**config.mk**
```make
export PLATFORM = sky130hd
export DESIGN_NAME = bbtv_div
export DESIGN_NICKNAME = d
export VERILOG_FILES = /design/src/rtl/core/bbtv_pkg.sv /design/src/rtl/core/bbtv_div.sv
export SDC_FILE = /design/constraint.sdc
export NUM_CORES = 1
export LEC_CHECK = 0
export BUFFER_PORTS_ARGS = -buffer_cell sky130_fd_sc_hd__clkbuf_2
export CORE_AREA = 2 2 105 107
export CTS_BUF_LIST = sky130_fd_sc_hd__clkbuf_8
export CTS_CLUSTER_SIZE = 40
export DETAILED_ROUTE_END_ITERATION = 12
export DIE_AREA = 0 0 107 109
export GPL_ROUTABILITY_DRIVEN = 0
export PLACE_DENSITY = 0.81
export REMOVE_ABC_BUFFERS = 1
export SETUP_SLACK_MARGIN = 0.02
export SLEW_MARGIN = 20
export SYNTH_ARGS = -nofsm -noshare
export SYNTH_HDL_FRONTEND = slang
export SYNTH_SLANG_ARGS = --single-unit
```
**constraint.sdc**
```tcl
create_clock -name clk -period 3.25 [get_ports clk]
set_clock_uncertainty 0.15 [all_clocks]
set_input_delay 0.1625 -clock clk [delete_from_list [all_inputs] [get_ports clk]]
set_output_delay 0.1625 -clock clk [all_outputs]
set_load 0.02 [all_outputs]
```
**src/rtl/core/bbtv_pkg.sv**
```systemverilog
`default_nettype none
// ----------------------------------------------------------------------------
// bbtv_pkg
// Shared opcodes, widths and types for the bunch time vote block.
// ----------------------------------------------------------------------------
package bbtv_pkg;

	localparam logic [1:0] OP_START  = 2'd0;
	localparam logic [1:0] OP_VOTE   = 2'd1;
	localparam logic [1:0] OP_PHOTON = 2'd2;
	localparam logic [1:0] OP_FINISH = 2'd3;

	localparam logic [1:0] DEC_UNIQUE = 2'd0;
	localparam logic [1:0] DEC_PHOTON = 2'd1;
	localparam logic [1:0] DEC_SUMS   = 2'd2;

	localparam int unsigned PERIOD_RESET = 2004;
	localparam int unsigned QW = 34;

	// Request to the shared divider and its answer.
	typedef struct packed {
		logic        go;
		logic [32:0] mag;
		logic [15:0] period;
	} div_req_t;

	typedef struct packed {
		logic        done;
		logic [QW-1:0] quot;
	} div_rsp_t;

endpackage
`default_nettype wire

```
**src/rtl/core/bbtv_div.sv**
```systemverilog
`default_nettype none
// ----------------------------------------------------------------------------
// bbtv_div
// Restoring divider, one quotient bit per cycle: (2*mag + p) / (2*p).
// ----------------------------------------------------------------------------
module bbtv_div (
	input  wire logic             clk,
	input  wire logic             arst_n,
	input  wire bbtv_pkg::div_req_t req,
	output bbtv_pkg::div_rsp_t    rsp
);
	localparam int W = bbtv_pkg::QW;

	logic [W-1:0] num_q;
	logic [W-1:0] quo_q;
	logic [17:0]  rem_q;
	logic [16:0]  den_q;
	logic [5:0]   cnt_q;
	logic         run_q;
	logic         done_q;
	logic [17:0]  trial;

	assign trial = {rem_q[16:0], num_q[W-1]};

	always_ff @(posedge clk or negedge arst_n) begin
		if (!arst_n) begin
			run_q  <= 1'b0;
			done_q <= 1'b0;
			cnt_q  <= '0;
		end else begin
			done_q <= 1'b0;
			if (req.go) begin
				run_q <= 1'b1;
				cnt_q <= 6'(W);
			end else if (run_q) begin
				cnt_q <= cnt_q - 6'd1;
				if (cnt_q == 6'd1) begin
					run_q  <= 1'b0;
					done_q <= 1'b1;
				end
			end
		end
	end

	always_ff @(posedge clk) begin
		if (req.go) begin
			num_q <= {req.mag, 1'b0} + {18'd0, req.period};
			den_q <= {req.period, 1'b0};
			rem_q <= '0;
			quo_q <= '0;
		end else if (run_q) begin
			num_q <= {num_q[W-2:0], 1'b0};
			if (trial >= {1'b0, den_q}) begin
				rem_q <= trial - {1'b0, den_q};
				quo_q <= {quo_q[W-2:0], 1'b1};
			end else begin
				rem_q <= trial;
				quo_q <= {quo_q[W-2:0], 1'b0};
			end
		end
	end

	assign rsp.done = done_q;
	assign rsp.quot = quo_q;
endmodule
`default_nettype wire

```
## Word level (Yosys, flattened, before mapping)

Cells that the tools add are included.

| operators by class | value |
|---|---|
| $add $sub $neg | 3 |
| multiply operators | 0 |
| div/mod/pow operators | 0 |
| magnitude comparators | 1 |
| equal/unequal tests | 1 |
| shifts and indexed selects | 0 |
| mux-type cells | 12 |
| bitwise gates (word level) | 0 |
| reduce and logical (&&, ||, !) cells | 1 |

Operators by type and width:

| kind | count |
|---|---|
| two-way mux 34 bit | 2 |
| adder 34 x 16 -> 34 bit | 1 |
| >= comparator 18 x 17 -> 1 bit | 1 |
| two-way mux 17 bit | 1 |
| subtractor 17 bit | 1 |
| two-way mux 6 bit | 2 |
| two-way mux 1 bit | 7 |
| equality test 6 x 1 -> 1 bit (second input constant) | 1 |
| subtractor 6 x 1 -> 6 bit (second input constant) | 1 |
| nonzero test 2 bit | 1 |

| storage, ports and cells | value |
|---|---|
| register bits after elaboration | 109 |
| latch bits | 0 |
| RAM bits | 0 |
| memory bits (read-only) | 0 |
| logic and storage cells | 25 |
| memories kept | 0 |

## Depth between registers and ports, before layout

Gate-level depths: netlist of the first run.

| depth | value |
|---|---|
| depth after elaboration | 4 |
| gate-level depth with buffers | 11 |
| gate-level depth less buffers | 10 |

## Least setup slack after synthesis of the first run

No wires, ideal clock.

| timing | value |
|---|---|
| path type | register to register |
| from | register rem_q[0] |
| to | register rem_q[15] |
| arrival | 2.221 ns |
| data required time | 2.978 ns |
| setup slack | 0.757 ns |
| stages on the path, launching flop included | 11 |
| path buffers | 0 |
| cells stage by stage | dfxtp_1 inv_1 ha_1 fa_1 nand2b_1 a21oi_1 nor2_1 o31ai_1 a2111oi_0 nor4bb_1 o31ai_1 |

| between the ends | value |
|---|---|
| word-level cells in the longest chain between the ends | 2 |

RTL lines:

| item | line | source |
|---|---|---|
| start, declared | bbtv_div.sv:16 | `logic [17:0] rem_q;` |
| start signal, assigned | bbtv_div.sv:54 | `rem_q <= trial - {1'b0, den_q};` |
| start signal, assigned | bbtv_div.sv:57 | `rem_q <= trial;` |
| subtractor 17 bit or >= comparator 18 x 17 -> 1 bit (tied branches) | bbtv_div.sv:54, bbtv_div.sv:53 |  |
| two-way mux 17 bit (*) | bbtv_div.sv:53 | `if (trial >= {1'b0, den_q}) begin` |

Mark *: on every way between the ends. The rest lies on a longest branch, timed or not.
A chain may end at the register's enable or synchronous reset.

## Worst setup path after layout of the first run

Ends and elaborated chain as after synthesis.

==> results of run 1 <==
[tightest hold or removal path, stage by stage]
cell and delay [ns]:
clkbuf_2 0.10, o21ai_0 0.08, a31oi_1 0.08
[final cells by class]
class	instances	area, sq um
clock buffers	9	123.9
clock inverters	7	65.06
inverters	33	123.9
multi-input cells	458	3184
fillers	791	3536
well taps	140	175.2
flip-flops and latches	109	2724
repair buffers	111	670.6
[state kept, by name, summed over array words and instances (netlist names)]
signal and count:
cnt_q 6, den_q 16, done_q 1, num_q 34, quo_q 34, rem_q 17
run_q 1
[timing repair]
action | 4_1_cts | 5_1_grt
setup endpoints to repair | 0 | 0
hold buffers | 20 | 0
hold endpoints to repair | 27 | 0
[metal layers]
layer  up-vias  global-route usage (%)  share of wire [%]
met5         -                       0                  0
met4         0                   11.04                2.8
met3        41                   4.363                5.5
met2       156                   38.03                 48
met1      2270                   28.91                 44
li1       2458                       -                  -
[power breakdown]
part | internal, uW | switching (uW)
clock network | 298 | 510
logic | 589 | 829
registers | 1650 | 121
[per-stage QoR]
step	total power [uW]	TNS [ns]	cells
finish	3994	0	867
global route	4253	0	867
CTS	3989	0	867
detailed placement	3167	0	831
global placement	3112	0	831
floorplan	2817	-7.891	600
[logic make-up (layout without fill, tap and decap cells)]
family / count (synthesis) / after routing / share of synthesized area, %
xor+xnor: 41 / 41 / 5.849
mux: 50 / 50 / 8.396
flops: 109 / 109 / 44.34
compound gates: 140 / 140 / 16.08
buf+inv: 58 / 160 / 3.790
simple gates: 192 / 192 / 14.16
fa+ha+maj: 35 / 35 / 7.377
[cell usage in the layout (no fill, tap or decap), types with 6 or more instances in the layout]
master,instances
and2_1,8
clkbuf_8,9
nand4_1,10
mux2i_1,38
xor2_1,25
xnor2_1,16
a21oi_1,41
clkbuf_2,85
nand3_1,12
edfxtp_1,50
inv_1,34
mux2_2,12
o211ai_1,12
nor2_1,87
dfrtp_1,7
buf_4,6
a311oi_1,8
o21ai_0,19
nor3_1,7
dlygate4sd3_1,20
ha_1,33
and3_1,7
dfxtp_1,51
a21o_1,10
nand2_1,44
[path summary, 6_finish.rpt]
kind                            cells past startpoint         to
worst max register to register                     10  rem_q[15]
min in group asynchronous                           3   cnt_q[0]
max in group asynchronous                           4      run_q
worst min-delay path                                3  num_q[26]
worst min register to register                      2  rem_q[16]
worst max-delay path                               10  rem_q[15]
==> impl_metrics.env, run 1 <==
export IMPL_status="finished, final reports clean"
export IMPL_finish_utilization_pct=66.65
export IMPL_hp_start="req[41]"
export IMPL_yosysTopAreaCell="edfxtp_1"
export IMPL_avgSynthCellArea_sq_um=9.823
export IMPL_hold_slack_ns=0.02645
export IMPL_root_buffer="clkbuf_8"
export IMPL_antenna_found_initial=0
export IMPL_ys_ff_latch=109
export IMPL_drive_above_1_share_pct=18.16
export IMPL_drt_initial_drc_count=373
export IMPL_ys_types=62
export IMPL_h_tree_depth=3
export IMPL_clkLatencyLatePin_ns=0.39
export IMPL_grt_pass1_vias=4757
export IMPL_ir_drop_uv=289.7
export IMPL_cts_setup_buffers=0
export IMPL_rrSetupSlack_ns=0.27
export IMPL_dr_pass1_iters=5
export IMPL_hold_viol_final=0
export IMPL_cts_resized=0
export IMPL_wirelength_microns=12850
export IMPL_cp_arrival_ns=3.12
export IMPL_synth_commonest_cells="87 x nor2_1, 51 x dfxtp_1, 50 x edfxtp_1"
export IMPL_netlist_area_sq_um=6140
export IMPL_placed_area_sq_um=6678
export IMPL_syn_to_final_growth_pct=15.10
export IMPL_rr_startpoint="rem_q[0]"
export IMPL_cp_cell_sequence="inv_1, ha_1, fa_1, nand2b_1, a21oi_1, nor2_1, o31ai_1, a2111oi_0, nor4bb_1, o31ai_1"
export IMPL_yosys_most_used_dff="dfxtp_1"
export IMPL_io_pins=87
export IMPL_grt_pass1_wl_microns=21280
export IMPL_rows=38
export IMPL_drv_cap=0
export IMPL_dieArea_sq_um=11660
export IMPL_synth_area_leaders="edfxtp_1 24%, dfxtp_1 17%, ha_1 6.7%"
export IMPL_die_y_microns=109
export IMPL_critPathRequiredTime_ns=3.39
export IMPL_diodes=0
export IMPL_cpPeakStageDelay_ns=0.54
export IMPL_cts_buffer_depth=2
export IMPL_slew_headroom_pct=51.83
export IMPL_cts_buffers=9
export IMPL_startpoint="rem_q[0]"
export IMPL_grt_use_total_pct=22.89
export IMPL_core_region_area_sq_um=10600
export IMPL_cp_top_family="compound AO/OA/AOI/OAI gates"
export IMPL_post_synth_top_count_cell="nor2_1"
export IMPL_overflow=0
export IMPL_drc_errors=0
export IMPL_die_w_microns=107
export IMPL_yosys_warnings=0
export IMPL_fin_crit_sh_pct=91.58
export IMPL_crit_path_frequent_cell="o31ai_1"
export IMPL_critPathLaunchType="flip-flop"
export IMPL_crit_path_top_delay_cell="o31ai_1"
export IMPL_ant_nets=0
export IMPL_path_buf_inv=1
export IMPL_io_buffers=86
export IMPL_path_max_fanout=3
export IMPL_crit_type="flip-flop to flip-flop"
export IMPL_setup_slack_ns=0.2736
export IMPL_period_needed_ns=2.976
export IMPL_clock_sinks=109
export IMPL_hold_class="primary input to flip-flop"
export IMPL_final_area_sq_um=7067
export IMPL_hpwl_microns=9352
export IMPL_syn_inst=625
export IMPL_initial_core_util_pct=57.91
export IMPL_nets=809
export IMPL_grt_max_degree=53
export IMPL_yosysSeqAreaShare_pct=44.34
export IMPL_synth_edf_count=50
export IMPL_slew_viol_final=0
export IMPL_critPathCaptureType="flip-flop"
export IMPL_rsz0062_at_grt="no"
export IMPL_dp_slack_ns=0.3836
export IMPL_async_flop_share_pct=7.339
export IMPL_fmax_mhz=336.0
export IMPL_drt_wirelength_per_cell_microns=14.82
export IMPL_clk_pin_slew_ns=0.11
export IMPL_powerDensity_nw_per_um2=565.2
export IMPL_tightest_slew_ns=0.7199
export IMPL_p_leak_uw=0.003235
export IMPL_cts_tree="done"
export IMPL_setup_viol=0
export IMPL_vias=4925
export IMPL_synth_top_area_share_pct=24.45
export IMPL_viasPerCell=5.681
No activity file was read; power rests on OpenSTA's default activity.
==> run 2, diff against run 1 <==
- CORE_AREA: 2 2 105 107 -> 4 4 107 109
- DIE_AREA: 0 0 107 109 -> 0 0 111 113
==> impl_metrics.env, run 2 (synthesis results as in run 1) <==
export IMPL_status="finished, final reports clean"
export IMPL_nets=809
export IMPL_powerDensity_nw_per_um2=564.9
export IMPL_tightest_slew_ns=0.7411
export IMPL_io_buffers=86
export IMPL_dr_pass1_iters=5
export IMPL_switching_power_uw=1456
export IMPL_cts_tree="done"
export IMPL_overflow=0
export IMPL_p_leak_uw=0.003234
export IMPL_slew_headroom_pct=50.41
export IMPL_clk_pin_slew_ns=0.12
export IMPL_fmax_mhz=336.1
export IMPL_grt_max_degree=57
export IMPL_power_frac_comb_pct=35.4
export IMPL_slew_viol_final=0
export IMPL_drt_initial_drc_count=318
export IMPL_clkLatencyLatePin_ns=0.38
export IMPL_root_buffer="clkbuf_8"
export IMPL_clock_sinks=109
export IMPL_grt_pass1_vias=4917
export IMPL_grt_use_total_pct=21.25
export IMPL_core_region_area_sq_um=10600
export IMPL_p_seq_share_pct=44.3
export IMPL_timing_rr_end="rem_q[15]"
export IMPL_wirelength_microns=13310
export IMPL_fillCellCount=777
export IMPL_final_area_sq_um=7069
export IMPL_final_common_cell="nor2_1"
export IMPL_hold_class="primary input to flip-flop"
export IMPL_path_buf_inv=2
export IMPL_period_needed_ns=2.976
export IMPL_fin_crit_sh_pct=91.55
export IMPL_ant_nets=0
export IMPL_cpPeakStageDelay_ns=0.55
export IMPL_cts_buffer_depth=2
export IMPL_path_max_fanout=3
export IMPL_initial_core_util_pct=57.91
export IMPL_crit_type="primary input to flip-flop"
export IMPL_reg_largest_list="num_q: 34 flops, quo_q: 34 flops, rem_q: 17 flops"
export IMPL_hp_start="req[49]"
export IMPL_drt_wirelength_per_cell_microns=15.35
export IMPL_setup_slack_ns=0.2745
export IMPL_setup_viol=0
export IMPL_ir_drop_uv=280.5
export IMPL_critPathRequiredTime_ns=3.24
export IMPL_die_w_microns=111
export IMPL_h_tree_depth=3
export IMPL_diodes=0
export IMPL_fin_setup_tns_ns=0
export IMPL_antenna_found_initial=0
export IMPL_dieArea_sq_um=12540
export IMPL_placed_area_sq_um=6685
export IMPL_dp_slack_ns=0.4908
export IMPL_drv_cap=0
export IMPL_critPathCaptureType="flip-flop"
export IMPL_viasPerCell=5.790
export IMPL_p_int_uw=2537
export IMPL_crit_path_top_delay_cell="dlygate4sd3_1"
export IMPL_syn_to_final_growth_pct=15.14
export IMPL_die_y_microns=113
export IMPL_rr_startpoint="rem_q[0]"
export IMPL_multi_input_area_sq_um=3184
export IMPL_p_clk_share_pct=20.3
export IMPL_seq_area_sq_um=2724
export IMPL_io_pins=87
export IMPL_hold_viol_final=0
export IMPL_cp_arrival_ns=2.96
export IMPL_ff2ff_path_depth=10
export IMPL_cts_buffers=9
export IMPL_drive_above_1_share_pct=18.43
export IMPL_hpwl_microns=9612
export IMPL_critPathLaunchType="primary input"
export IMPL_cp_top_family="compound AO/OA/AOI/OAI gates"
export IMPL_cp_cell_sequence="dlygate4sd3_1, clkbuf_2, ha_1, fa_1, a21o_1, a31oi_1, o21bai_1, a21oi_1, o21ai_0, xor2_1, mux2_2"
export IMPL_hold_depth=2
export IMPL_min_to="cnt_q[0]"
export IMPL_rrSetupSlack_ns=0.45
export IMPL_cts_resized=0
export IMPL_drc_errors=0
export IMPL_netSwitchingFraction_pct=36.47
export IMPL_grt_pass1_wl_microns=22050
export IMPL_rsz0062_at_grt="no"
export IMPL_rows=38
export IMPL_vias=5020
export IMPL_final_cell_mix="87 x nor2_1, 85 x clkbuf_2, 51 x dfxtp_1, 50 x edfxtp_1, 44 x nand2_1"
## run 2: cell types whose count changed in the layout (fill, tap and decap cells not counted), sizes merged
cell         delta
buf             +1
dlygate4sd3     -1
## run 2: repair_timing
item / 4_1_cts / 5_1_grt
setup endpoints to repair: 0 / 0
hold buffers: 19 / 0
hold endpoints to repair: 25 / 0
buffers inserted: 0 / 0
## run 2: metrics by stage
stage | hold WS [ns] | utilization (%) | total power [uW] | std cells
final | 0.02496 | 66.67 | 3994 | 867
after global routing | 0.02091 | 66.67 | 4245 | 867
after CTS | 0.006410 | 66.67 | 3992 | 867
after detailed placement | -0.1327 | 63.05 | 3165 | 832
after global placement | -0.1358 | 63.05 | 3108 | 832
after floorplan | -0.2831 | - | 2817 | 600
## run 2: routing by layer
| metal | share of wire [%] | GRT usage [%] | wire length [microns] | up-vias |
|---|---|---|---|---|
| li1 | - | - | - | 2454 |
| met1 | 42 | 25.16 | 5611 | 2346 |
| met2 | 49 | 37.42 | 6568 | 181 |
| met3 | 5.3 | 3.957 | 709 | 39 |
| met4 | 3.2 | 10.10 | 422 | 0 |
| met5 | 0 | 0 | 0 | - |
## run 2: layout make-up
class                           instances  share of cell area (%)
Clock buffer                            9                   1.752
Clock inverter                          7                  0.9912
Inverter                               33                   1.752
Multi-Input combinational cell        458                   45.04
Sequential cell                       109                   38.53
Tap cell                              140                   2.478
Timing Repair Buffer                  111                   9.451
## run 2: worst max-delay path by stage
stage / startpoint / endpoint / slack [ns] / cells past startpoint
2_1_floorplan: run_q / num_q[0] / -0.23 / 2
3_3_place_gp: rem_q[0] / rem_q[15] / 0.54 / 10
3_5_place_dp: rem_q[0] / rem_q[15] / 0.49 / 10
4_1_cts: req[1] / num_q[11] / 0.37 / 11
5_1_grt: req[1] / num_q[11] / 0.19 / 11
6_report: req[1] / num_q[11] / 0.27 / 11
## run 2: power by group through the flow
stage                     combinational [uW]  clock (uW)  sequential [uW]
after floorplan                         1040           0             1780
after global placement                  1320           0             1780
after detailed placement                1370           0             1790
after CTS                               1400         830             1760
after global routing                    1580         882             1790
final                                   1420         811             1770
==> run 3, diff against run 2 <==
- CORE_AREA: 4 4 107 109 -> 4 4 112 114
- DIE_AREA: 0 0 111 113 -> 0 0 116 118
- PLACE_DENSITY: 0.81 -> 0.78
- clock period: 3.25 -> 2.4 ns (I/O delays scaled with it)
==> impl_metrics.env, run 3 (synthesis results as in run 1) <==
export IMPL_status="finished, violations left"
export IMPL_violations="negative setup slack"
export IMPL_grt_max_degree=63
export IMPL_ir_drop_uv=341.9
export IMPL_multi_input_area_sq_um=3327
export IMPL_final_common_cell="nor2_1"
export IMPL_h_tree_depth=3
export IMPL_final_area_sq_um=7759
export IMPL_rsz0062_at_grt="yes"
export IMPL_slew_headroom_pct=47.86
export IMPL_powerDensity_nw_per_um2=795.9
export IMPL_grt_pass1_vias=5289
export IMPL_seq_area_sq_um=2725
export IMPL_drt_wirelength_per_cell_microns=15.88
export IMPL_die_y_microns=118
export IMPL_critPathLaunchType="flip-flop"
export IMPL_setup_viol=2
export IMPL_die_w_microns=116
export IMPL_diodes=0
export IMPL_nets=876
export IMPL_cts_tree="done"
export IMPL_placed_area_sq_um=7114
export IMPL_fmax_mhz=408.0
export IMPL_hold_class="primary input to flip-flop"
export IMPL_drt_initial_drc_count=312
export IMPL_syn_to_final_growth_pct=26.37
export IMPL_ff2ff_path_depth=10
export IMPL_crit_type="flip-flop to flip-flop"
export IMPL_root_buffer="clkbuf_8"
export IMPL_initial_core_util_pct=53.77
export IMPL_tightest_slew_ns=0.7775
export IMPL_io_pins=87
export IMPL_viasPerCell=5.687
export IMPL_drv_cap=0
export IMPL_clock_sinks=109
export IMPL_rrSetupSlack_ns=-0.05
export IMPL_slew_viol_final=0
export IMPL_hold_depth=3
export IMPL_core_region_area_sq_um=11420
export IMPL_io_buffers=86
export IMPL_p_leak_uw=0.003600
export IMPL_timing_rr_end="rem_q[15]"
export IMPL_clk_pin_slew_ns=0.11
export IMPL_dieArea_sq_um=13690
export IMPL_min_to="num_q[20]"
export IMPL_rows=39
export IMPL_drive_above_1_share_pct=27.08
export IMPL_vias=5329
export IMPL_grt_pass1_wl_microns=23740
export IMPL_fillCellCount=873
export IMPL_hp_start="req[35]"
export IMPL_hpwl_microns=10570
export IMPL_drc_errors=0
export IMPL_antenna_found_initial=0
export IMPL_ant_nets=0
export IMPL_critPathCaptureType="flip-flop"
export IMPL_path_max_fanout=3
export IMPL_grt_use_total_pct=21.17
export IMPL_reg_largest_list="num_q: 34 flops, quo_q: 34 flops, rem_q: 17 flops"
export IMPL_hold_viol_final=0
export IMPL_cp_arrival_ns=2.60
export IMPL_setup_slack_ns=-0.05121
export IMPL_fin_crit_sh_pct=102.1
export IMPL_cts_buffers=9
export IMPL_wirelength_microns=14880
export IMPL_overflow=0
export IMPL_final_cell_mix="86 x nor2_1, 85 x clkbuf_2, 64 x buf_4, 50 x edfxtp_1, 50 x dfxtp_1"
export IMPL_fin_setup_tns_ns=-0.07834
export IMPL_dr_pass1_iters=5
export IMPL_rr_startpoint="den_q[1]"
export IMPL_clkLatencyLatePin_ns=0.39
export IMPL_critPathRequiredTime_ns=2.55
export IMPL_period_needed_ns=2.451
export IMPL_cts_buffer_depth=2
## run 3: final cells by class
class                           count  share of cell area (%)
Clock buffer                       10                   1.774
Tap cell                          143                   2.306
Sequential cell                   109                   35.12
Clock inverter                      6                  0.7096
Inverter                           33                   1.597
Multi-Input combinational cell    458                   42.88
Timing Repair Buffer              178                   15.61
## run 3: routing by layer
| layer | vias to the layer above | part of all wire, % | global-route usage, % |
|---|---|---|---|
| met4 | 0 | 3.6 | 10.22 |
| met1 | 2480 | 40 | 25.15 |
| met3 | 56 | 6.0 | 3.702 |
| li1 | 2587 | - | - |
| met5 | - | 0 | 0 |
| met2 | 206 | 50 | 36.37 |
## run 3: power breakdown
part	leakage [uW]	internal, uW	switching (uW)
registers	0.00102	2230	174
clock network	0.000102	426	663
logic	0.00248	1290	1400
total	0.00360	3940	2230
## run 3: repair_timing
item / 4_1_cts / 5_1_grt
pin swaps: 10 / 19
setup buffers: 2 / 5
hold endpoints to repair: 35 / 0
gates cloned: 0 / 0
endpoints found under the setup margin: 13 / 17
hold buffers: 24 / 0
resized for setup: 16 / 18
## run 3: how the worst max path moves through the flow
| stage | start | endpoint | slack (ns) | cells after the start |
|---|---|---|---|---|
| 6_report | den_q[1] | rem_q[15] | -0.05 | 10 |
| 5_1_grt | den_q[6] | rem_q[14] | -0.16 | 9 |
| 4_1_cts | den_q[2] | rem_q[15] | -0.05 | 10 |
| 3_5_place_dp | req[1] | num_q[31] | -0.28 | 11 |
| 3_3_place_gp | rem_q[0] | rem_q[11] | -0.19 | 11 |
| 2_1_floorplan | run_q | num_q[0] | -1.08 | 2 |
## run 3: critical path, stage by stage, from the launching register on
cell and delay, ns:
edfxtp_1 0.39, ha_2 0.21, fa_2 0.33, nand2b_4 0.16, a21oi_4 0.16, nor2_4 0.06
o31ai_4 0.23, buf_4 0.15, nand4_1 0.09, nor4bb_2 0.20, o31ai_1 0.23
## run 3: metrics by stage
stage          setup WS, ns  instances  hold slack (ns)  util, %  power [uW]
3_3_place_gp        -0.1887        890          -0.1789    62.31        4605
6_report           -0.05121        937         0.008086    67.95        6175
2_1_floorplan        -1.082        600          -0.3256        -        3814
5_1_grt             -0.1607        937          0.01281    67.95        6545
4_1_cts            -0.04731        932        0.0006338    66.80        5968
3_5_place_dp        -0.2793        890          -0.1751    62.31        4710
